--- config.mk ---
export PLATFORM = sky130hd
export DESIGN_NAME = imu_frame_deframer
export DESIGN_NICKNAME = d
export VERILOG_FILES = /design/src/design/idf_pkg.sv /design/src/design/imu_frame_deframer.sv /design/src/design/idf_cell.sv /design/src/design/idf_ctrl.sv
export SDC_FILE = /design/constraint.sdc
export NUM_CORES = 1
export LEC_CHECK = 0
export BUFFER_PORTS_ARGS = -buffer_cell sky130_fd_sc_hd__buf_2
export CAP_MARGIN = 30
export CELL_PAD_IN_SITES_DETAIL_PLACEMENT = 2
export CELL_PAD_IN_SITES_GLOBAL_PLACEMENT = 2
export CORE_ASPECT_RATIO = 1.2
export CORE_MARGIN = 2
export CORE_UTILIZATION = 45
export CTS_CLUSTER_DIAMETER = 60
export DETAILED_ROUTE_END_ITERATION = 10
export PLACE_DENSITY_LB_ADDON = 0.1
export SYNTH_ARGS = -nofsm -noshare
export SYNTH_HDL_FRONTEND = slang
export SYNTH_SLANG_ARGS = --single-unit
--- constraint.sdc ---
create_clock -name clk -period 107.7 [get_ports clk]
set_input_delay 5.385 -clock clk [delete_from_list [all_inputs] [get_ports clk]]
set_output_delay 5.385 -clock clk [all_outputs]
set_load 0.03 [all_outputs]
--- src/design/idf_pkg.sv ---
// ----------------------------------------------------------------------------
// idf_pkg: shared types and constants for the IMU frame deframer
// Transfer structs for the byte and frame channels, frame layout constants
// and the status group from the control cell to the top level.
// ----------------------------------------------------------------------------
package idf_pkg;

    localparam int          WIN_LEN     = 21;
    localparam int          PAYLOAD_LEN = 20;
    localparam int          WORD_COUNT  = PAYLOAD_LEN / 2;
    localparam int          FILL_W      = $clog2(WIN_LEN + 1);
    localparam logic [7:0]  HEADER_BYTE = 8'hFF;

    typedef struct packed {
        logic [7:0]  byte_value;
        logic [63:0] byte_time;
    } byte_item_t;

    typedef struct packed {
        logic [63:0]        frame_time;
        logic signed [15:0] roll_angle;
        logic signed [15:0] pitch_angle;
        logic signed [15:0] roll_rate;
        logic signed [15:0] pitch_rate;
        logic signed [15:0] yaw_rate;
        logic signed [15:0] accel_x;
        logic signed [15:0] accel_y;
        logic signed [15:0] accel_z;
        logic signed [15:0] temperature_raw;
        logic [15:0]        sensor_time;
    } frame_item_t;

    typedef struct packed {
        logic full;
        logic frame_hit;
    } ctrl_status_t;

endpackage

--- src/design/imu_frame_deframer.sv ---
// ----------------------------------------------------------------------------
// imu_frame_deframer: IMU serial frame finder
// Sliding 21-cell byte window with a running checksum; emits one decoded
// frame for each good 0xFF-headed 22-byte frame in the byte stream.
// ----------------------------------------------------------------------------
// The block takes one byte per cycle while not stalled, with no gaps of its own:
// each accepted byte shifts a chain of 21 cells one place, and the header and
// checksum test for the oldest cell is made in that same cycle against a
// running modulo-256 sum that is updated by one add and one subtract. A frame
// is presented on the frame channel from an output register in the cycle after
// its checksum byte is accepted. The byte channel stalls only when that output
// register is full and its own transfer is stalled, so the stream halts while a
// finished frame waits. A failed candidate drops only its header; after a good
// frame the next 21 bytes are passed without a test.
// Timestamps are kept at TIME_BITS bits and zero-extended on output.
// ----------------------------------------------------------------------------
module imu_frame_deframer #(
    parameter int TIME_BITS = 64
) (
    input  logic                 clk,
    input  logic                 rst_n,
    input  logic                 byte_valid,
    output logic                 byte_stall,
    input  idf_pkg::byte_item_t  byte_item,
    output logic                 frame_valid,
    input  logic                 frame_stall,
    output idf_pkg::frame_item_t frame_item
);
    import idf_pkg::*;

    logic                 accept;
    logic [7:0]           win_byte [0:WIN_LEN];
    logic [TIME_BITS-1:0] win_time [0:WIN_LEN];
    logic [15:0]          word [0:WORD_COUNT-1];
    ctrl_status_t         status;
    logic                 frame_valid_reg, frame_valid_next;
    frame_item_t          frame_item_reg;

    // Transfer a byte whenever the output register is free or being emptied.
    assign byte_stall = frame_valid_reg && frame_stall;
    assign accept     = byte_valid && !byte_stall;

    // Slot WIN_LEN is the arriving byte; slot 0 is the oldest (header) cell.
    assign win_byte[WIN_LEN] = byte_item.byte_value;
    assign win_time[WIN_LEN] = byte_item.byte_time[TIME_BITS-1:0];

    for (genvar i = 0; i < WIN_LEN; i++)
    begin : g_cell
        idf_cell #(
            .TIME_BITS(TIME_BITS)
        ) u_cell (
            .clk     (clk),
            .shift   (accept),
            .byte_in (win_byte[i+1]),
            .time_in (win_time[i+1]),
            .byte_out(win_byte[i]),
            .time_out(win_time[i])
        );
    end

    idf_ctrl u_ctrl (
        .clk       (clk),
        .rst_n     (rst_n),
        .shift     (accept),
        .head_byte (win_byte[0]),
        .leave_byte(win_byte[1]),
        .new_byte  (win_byte[WIN_LEN]),
        .status    (status)
    );

    // Big-endian words from the payload cells.
    for (genvar w = 0; w < WORD_COUNT; w++)
    begin : g_word
        assign word[w] = {win_byte[1 + 2*w], win_byte[2 + 2*w]};
    end

    // Load on a hit, drop after the frame transfer, otherwise hold.
    always_comb
    begin
        frame_valid_next = frame_valid_reg;
        if (accept && status.frame_hit)
            frame_valid_next = 1'b1;
        else if (!frame_stall)
            frame_valid_next = 1'b0;
    end

    always_ff @(posedge clk or negedge rst_n)
    begin
        if (!rst_n)
            frame_valid_reg <= 1'b0;
        else
            frame_valid_reg <= frame_valid_next;
    end

    always_ff @(posedge clk)
    begin
        if (accept && status.frame_hit)
        begin
            frame_item_reg.frame_time      <= 64'(win_time[0]);
            frame_item_reg.roll_angle      <= word[0];
            frame_item_reg.pitch_angle     <= word[1];
            frame_item_reg.roll_rate       <= word[2];
            frame_item_reg.pitch_rate      <= word[3];
            frame_item_reg.yaw_rate        <= word[4];
            frame_item_reg.accel_x         <= word[5];
            frame_item_reg.accel_y         <= word[6];
            frame_item_reg.accel_z         <= word[7];
            frame_item_reg.temperature_raw <= word[8];
            frame_item_reg.sensor_time     <= word[9];
        end
    end

    assign frame_valid = frame_valid_reg;
    assign frame_item  = frame_item_reg;

    a_hit_needs_full: assert property (@(posedge clk) disable iff (!rst_n)
        status.frame_hit |-> status.full)
        else $error("frame hit before window filled");

    a_hit_loads_output: assert property (@(posedge clk) disable iff (!rst_n)
        accept && status.frame_hit |=> frame_valid)
        else $error("accepted frame not presented");

    a_no_overwrite: assert property (@(posedge clk) disable iff (!rst_n)
        frame_valid && frame_stall |-> !accept)
        else $error("byte transfer while a stalled frame is held");

endmodule

--- src/design/idf_cell.sv ---
// ----------------------------------------------------------------------------
// idf_cell: one window position of the deframer
// Holds one byte and its timestamp; loads from its younger neighbor on shift.
// ----------------------------------------------------------------------------
module idf_cell #(
    parameter int TIME_BITS = 64
) (
    input  logic                 clk,
    input  logic                 shift,
    input  logic [7:0]           byte_in,
    input  logic [TIME_BITS-1:0] time_in,
    output logic [7:0]           byte_out,
    output logic [TIME_BITS-1:0] time_out
);

    logic [7:0]           byte_reg;
    logic [TIME_BITS-1:0] time_reg;

    // payload only, no reset
    always_ff @(posedge clk)
    begin
        if (shift)
        begin
            byte_reg <= byte_in;
            time_reg <= time_in;
        end
    end

    assign byte_out = byte_reg;
    assign time_out = time_reg;

endmodule

--- src/design/idf_ctrl.sv ---
// ----------------------------------------------------------------------------
// idf_ctrl: fill count, skip count and running checksum
// Decides once per arriving byte whether the oldest window byte heads a
// good frame.
// ----------------------------------------------------------------------------
module idf_ctrl (
    input  logic                 clk,
    input  logic                 rst_n,
    input  logic                 shift,
    input  logic [7:0]           head_byte,
    input  logic [7:0]           leave_byte,
    input  logic [7:0]           new_byte,
    output idf_pkg::ctrl_status_t status
);
    import idf_pkg::*;

    logic [FILL_W-1:0] fill_reg, fill_next;
    logic [FILL_W-1:0] skip_reg, skip_next;
    logic [7:0]        sum_reg, sum_next;
    logic              full;
    logic              hit;

    assign full = (fill_reg == FILL_W'(WIN_LEN));
    assign hit  = full && (skip_reg == '0) && (head_byte == HEADER_BYTE)
                  && (sum_reg == new_byte);

    assign status.full      = full;
    assign status.frame_hit = hit;

    always_comb
    begin
        fill_next = fill_reg;
        skip_next = skip_reg;
        sum_next  = sum_reg;
        if (shift)
        begin
            // sum covers the 20 positions after the header
            sum_next = sum_reg + new_byte
                       - ((fill_reg >= FILL_W'(WIN_LEN - 1)) ? leave_byte : 8'd0);
            if (!full)
                fill_next = fill_reg + 1'b1;
            else if (skip_reg != '0)
                skip_next = skip_reg - 1'b1;
            else if (hit)
                skip_next = FILL_W'(WIN_LEN);
        end
    end

    always_ff @(posedge clk or negedge rst_n)
    begin
        if (!rst_n)
        begin
            fill_reg <= '0;
            skip_reg <= '0;
            sum_reg  <= '0;
        end
        else
        begin
            fill_reg <= fill_next;
            skip_reg <= skip_next;
            sum_reg  <= sum_next;
        end
    end

    a_fill_range: assert property (@(posedge clk) disable iff (!rst_n)
        fill_reg <= FILL_W'(WIN_LEN))
        else $error("fill count beyond window length");

    a_skip_needs_full: assert property (@(posedge clk) disable iff (!rst_n)
        skip_reg != '0 |-> full)
        else $error("skip count set before window filled");

    a_hit_arms_skip: assert property (@(posedge clk) disable iff (!rst_n)
        shift && hit |=> skip_reg == FILL_W'(WIN_LEN))
        else $error("accepted frame did not arm skip count");

    a_skip_counts_down: assert property (@(posedge clk) disable iff (!rst_n)
        shift && skip_reg != '0 |=> skip_reg == $past(skip_reg) - 1'b1)
        else $error("skip count did not advance");

endmodule
==> impl_metrics.tcl, run 1 <==
set metrics [dict create \
    haltStage "detailed placement (3_5_place_dp)" \
    fp-row-count 138 \
    die_h_um 382 \
    tool.error "[ERROR DPL-0033] detailed placement checks failed during check placement." \
    synth_top_family_by_area "adder cells" \
    syn_inst 1903 \
    status "stopped before the end" \
    synth_fp_nets 1998 \
    synth_area_leaders "edfxtp_1 (97%), dfrtp_1 (0.89%), ha_1 (0.28%)" \
    synth_top_area_cell "edfxtp_1" \
    synthAdderAreaFrac 0.00541 \
    synth_cell_types 37 \
    die_w_um 319 \
    netlist_area_mm2 0.0536 \
    syn_avg_cell_area_um2 28.2 \
    yosys_register_bits 1755 \
    initial_core_util 0.454 \
    yosysWarnings 0 \
    yosys.area.top_type_share 0.972 \
    io-pin-count 302 \
    synthMuxAreaShare 0 \
    synth-compound-area-share 0.00315 \
    synth_xor_area_frac 0.00327 \
    gp_congestion 0.748 \
    io_buffers 301 \
    synth-seq-area-share 0.981 \
    synth-simple-area-share 0.00499 \
    post-dp-hpwl_mm 77.0 \
]
==> cells in the mapped netlist, drive strengths merged <==
master and n:
edfxtp 1736, inv 33, dfrtp 19, xnor2 16, nand2 13, ha 12, o21ai 10, and2 9
fa 7, nand4 7, a21oi 5, xor2 4, a21o 3, clkbuf 2, nand2b 2, nand3 2
nand3b 2, nor2 2, nor3 2, a211o 1, a31o 1, a31oi 1, and4b 1, clkinv 1
nor3b 1, nor4 1, o211ai 1, o21a 1, o21bai 1, o311ai 1, o31ai 1, o41ai 1
or2b 1, or3 1, or4 1, or4b 1
==> cells by family after synthesis <==
| logic type | after synthesis |
|---|---|
| DFF | 1755 |
| and+or+nand+nor | 46 |
| buffers and inverters | 36 |
| AOI/OAI and AO/OA | 27 |
| xor gates and xnor gates | 20 |
| adders and majority gates | 19 |
==> stage by stage <==
| step | hold slack (ps) | instance area, um^2 | setup WS [ps] | std cells |
|---|---|---|---|---|
| after global placement | 400 | 57200 | 96480 | 3760 |
| after floorplan | 400 | 53600 | 56780 | 1903 |
==> run 2, diff against run 1 <==
- CELL_PAD_IN_SITES_DETAIL_PLACEMENT: 2 -> default
- CELL_PAD_IN_SITES_GLOBAL_PLACEMENT: 2 -> default
- CORE_ASPECT_RATIO: 1.2 -> default
- CORE_UTILIZATION: 45 -> 30
- CTS_CLUSTER_DIAMETER: 60 -> default
- PLACE_DENSITY_LB_ADDON: 0.1 -> 0.15
==> run 2 against run 1 <==
Area after synthesis unchanged. The flow now finishes without violations. Synthesized cell count unchanged.
==> impl_metrics.tcl, run 2 <==
set metrics [dict create \
    drtPass1Iterations 4 \
    clockBufferDepth 3 \
    grt_usage 0.0803 \
    multiInputGateArea_um2 902 \
    area_growth_pct 19.9 \
    grt_use_met2 0.129 \
    critPathMaxFanout 3 \
    worst_slew_pin_slew_ps 1120 \
    critPathKind "in2out" \
    hp-class "reg2reg" \
    synth.most_common_cell "edfxtp_1" \
    power_leakage_nw 21.8 \
    insertion_delay_ps 810 \
    ctsHoldBuffers 0 \
    synth_top_flop_cell "edfxtp_1" \
    synth_commonest_cells "edfxtp_1 (1736), inv_1 (33), dfrtp_1 (19), xnor2_1 (16), nand2_1 (13)" \
    routed_via_density 3.82 \
    finalCritPeriodShare 0.104 \
    fmax_mhz 89.1 \
    initial_core_util 0.301 \
    crit_required_ps 102320 \
    gp_congestion 0.699 \
    synth-seq-area-share 0.981 \
    yosys.area.top_type_share 0.972 \
    die_w_um 427 \
    drv_cap 0 \
    grt-ovfl-total 0 \
    fp-row-count 155 \
    synth_area_leaders "edfxtp_1 (97%), dfrtp_1 (0.89%), ha_1 (0.28%)" \
    finalSetupViolCount 0 \
    cts_buffers 183 \
    hold_violations 0 \
    relSlewSlack 0.252 \
    clock_skew_ps 39.1 \
    regArea_mm2 0.0526 \
    drt-initial-drc-count 1348 \
    num-fill-cells 16269 \
    rsz0062_at_grt "no" \
    antenna_cells 0 \
    dp.cells 4575 \
    drc 0 \
    post_cts_resize_count 0 \
    cts_tree "built" \
    synth_fp_nets 1998 \
    io-pin-count 302 \
    yosys_register_bits 1755 \
    finalSetupTns_ps 0 \
    synth_top_area_cell "edfxtp_1" \
    final_common_cell "edfxtp_1" \
    synth_cell_types 37 \
    grt_pass1_vias 19657 \
    crit_path_end_kind "output pin" \
    clk_pin_slew_ps 70 \
    drive_above_1_share 0.228 \
    path_buf_inv 2 \
    synth-edff-count 1736 \
    largest_reg_flops 1344 \
    slowest_stage "buf_2" \
    mostFrequentLayoutCells "edfxtp_1 (1736), buf_2 (301), clkbuf_16 (184)" \
    status "finished, final reports clean" \
    post-dp-hpwl_mm 38.7 \
    maxSlewViolCount 0 \
    period_minus_slack_ps 11230 \
    dr_total_vias 18758 \
    grt_max_degree 199 \
    post_drt_wl_per_cell_um 14.9 \
    path_common_cell "buf_2" \
    use_met3 0.0244 \
    busiest_layer "met2" \
    cts_max_level 4 \
    cts_root_buf "clkbuf_16" \
    path_cells "buf_2 > and2_1 > buf_2" \
    ant_nets 0 \
    cts_num_sinks 1755 \
    post_cts_buffers 0 \
    powerDensity_mw_per_mm2 22.6 \
    syn_inst 1903 \
    syn_avg_cell_area_um2 28.2 \
    setup.worst_path.start_class "primary input" \
    die_h_um 427 \
    max_stage_delay_ps 220 \
    grt_use_met1 0.0980 \
    die-area_mm2 0.182 \
    final_cells 4916 \
    grt_pass1_wl_mm 113 \
    synth-async-reset-ratio 0.0108 \
    antenna_found_initial 2 \
    netlist_area_mm2 0.0536 \
    critPathTopFamily "buffers and inverters" \
    nets 2507 \
    vdd_ir_drop_max_mv 0.0126 \
    arrival_ps 5840 \
    yosysWarnings 0 \
    core-area_mm2 0.178 \
    wl_mm 73.4 \
    io_buffers 301 \
]
==> run 2: cell families after synthesis <==
logic type,after synthesis,share of synthesized area
AO/OA/AOI/OAI,27,0.00315
flip-flops,1755,0.981
XOR/XNOR,20,0.00327
adder cells (fa/ha/maj),19,0.00541
AND/OR/NAND/NOR,46,0.00499
buffers and inverters,36,0.00254
==> run 2: final cells by class <==
class / count / area share
Clock buffer: 223 / 0.0739
Inverter: 34 / 0.00222
Sequential cell: 1755 / 0.818
Clock inverter: 111 / 0.0165
Timing Repair Buffer: 326 / 0.0294
Multi-Input combinational cell: 112 / 0.0140
Tap cell: 2355 / 0.0458
==> run 2: power by group <==
part | internal, mW | switching, mW
clock network | 0.343 | 0.257
logic | 0.0168 | 0.0292
registers | 0.793 | 0.0123
total | 1.15 | 0.298
==> run 2: through the flow <==
step                      setup slack [ps]  power, mW  cell area (um^2)  hold slack [ps]  utilization
after global routing                 96440       1.52             64300              403        0.361
after CTS                            96470       1.48             64100              390        0.360
after detailed placement             96470      0.866             58300              405        0.327
after global placement               96470      0.863             58300              400        0.327
after floorplan                      56780      0.898             53600              400            -
final                                96470       1.45             64300              393        0.361
==> run 2: final timing paths <==
| path | startpoint | end | slack, ps | cells past startpoint |
|---|---|---|---|---|
| max in group asynchronous | rst_n | u_ctrl.sum_reg[4]$_DFFE_PN0P_ | 102830 | 1 |
| max reg2reg | frame_valid$_DFFE_PN0P_ | g_cell[20].u_cell.time_out[10]$_DFFE_PP_ | 102940 | 6 |
| min | g_cell[0].u_cell.time_out[54]$_DFFE_PP_ | frame_item[214]$_DFFE_PP_ | 390 | 0 |
| min reg2reg | g_cell[0].u_cell.time_out[54]$_DFFE_PP_ | frame_item[214]$_DFFE_PP_ | 390 | 0 |
| max | frame_stall | byte_stall | 96470 | 3 |
| min in group asynchronous | rst_n | frame_valid$_DFFE_PN0P_ | 4530 | 1 |
==> run 2: routing by layer <==
metal  vias up  part of all wire
met4         0             0.037
met1      9442              0.42
met2       411              0.49
li1       8732                 -
met5         -                 0
met3       173             0.054
==> run 2: worst register-to-register path: cells and delay by family, from the launching register on <==
| kind | cells | cell delay (ps) |
|---|---|---|
| flops | 1 | 370 |
| simple gates | 2 | 610 |
| buf+inv | 4 | 3350 |
No activity file was read; power rests on OpenSTA's default activity.
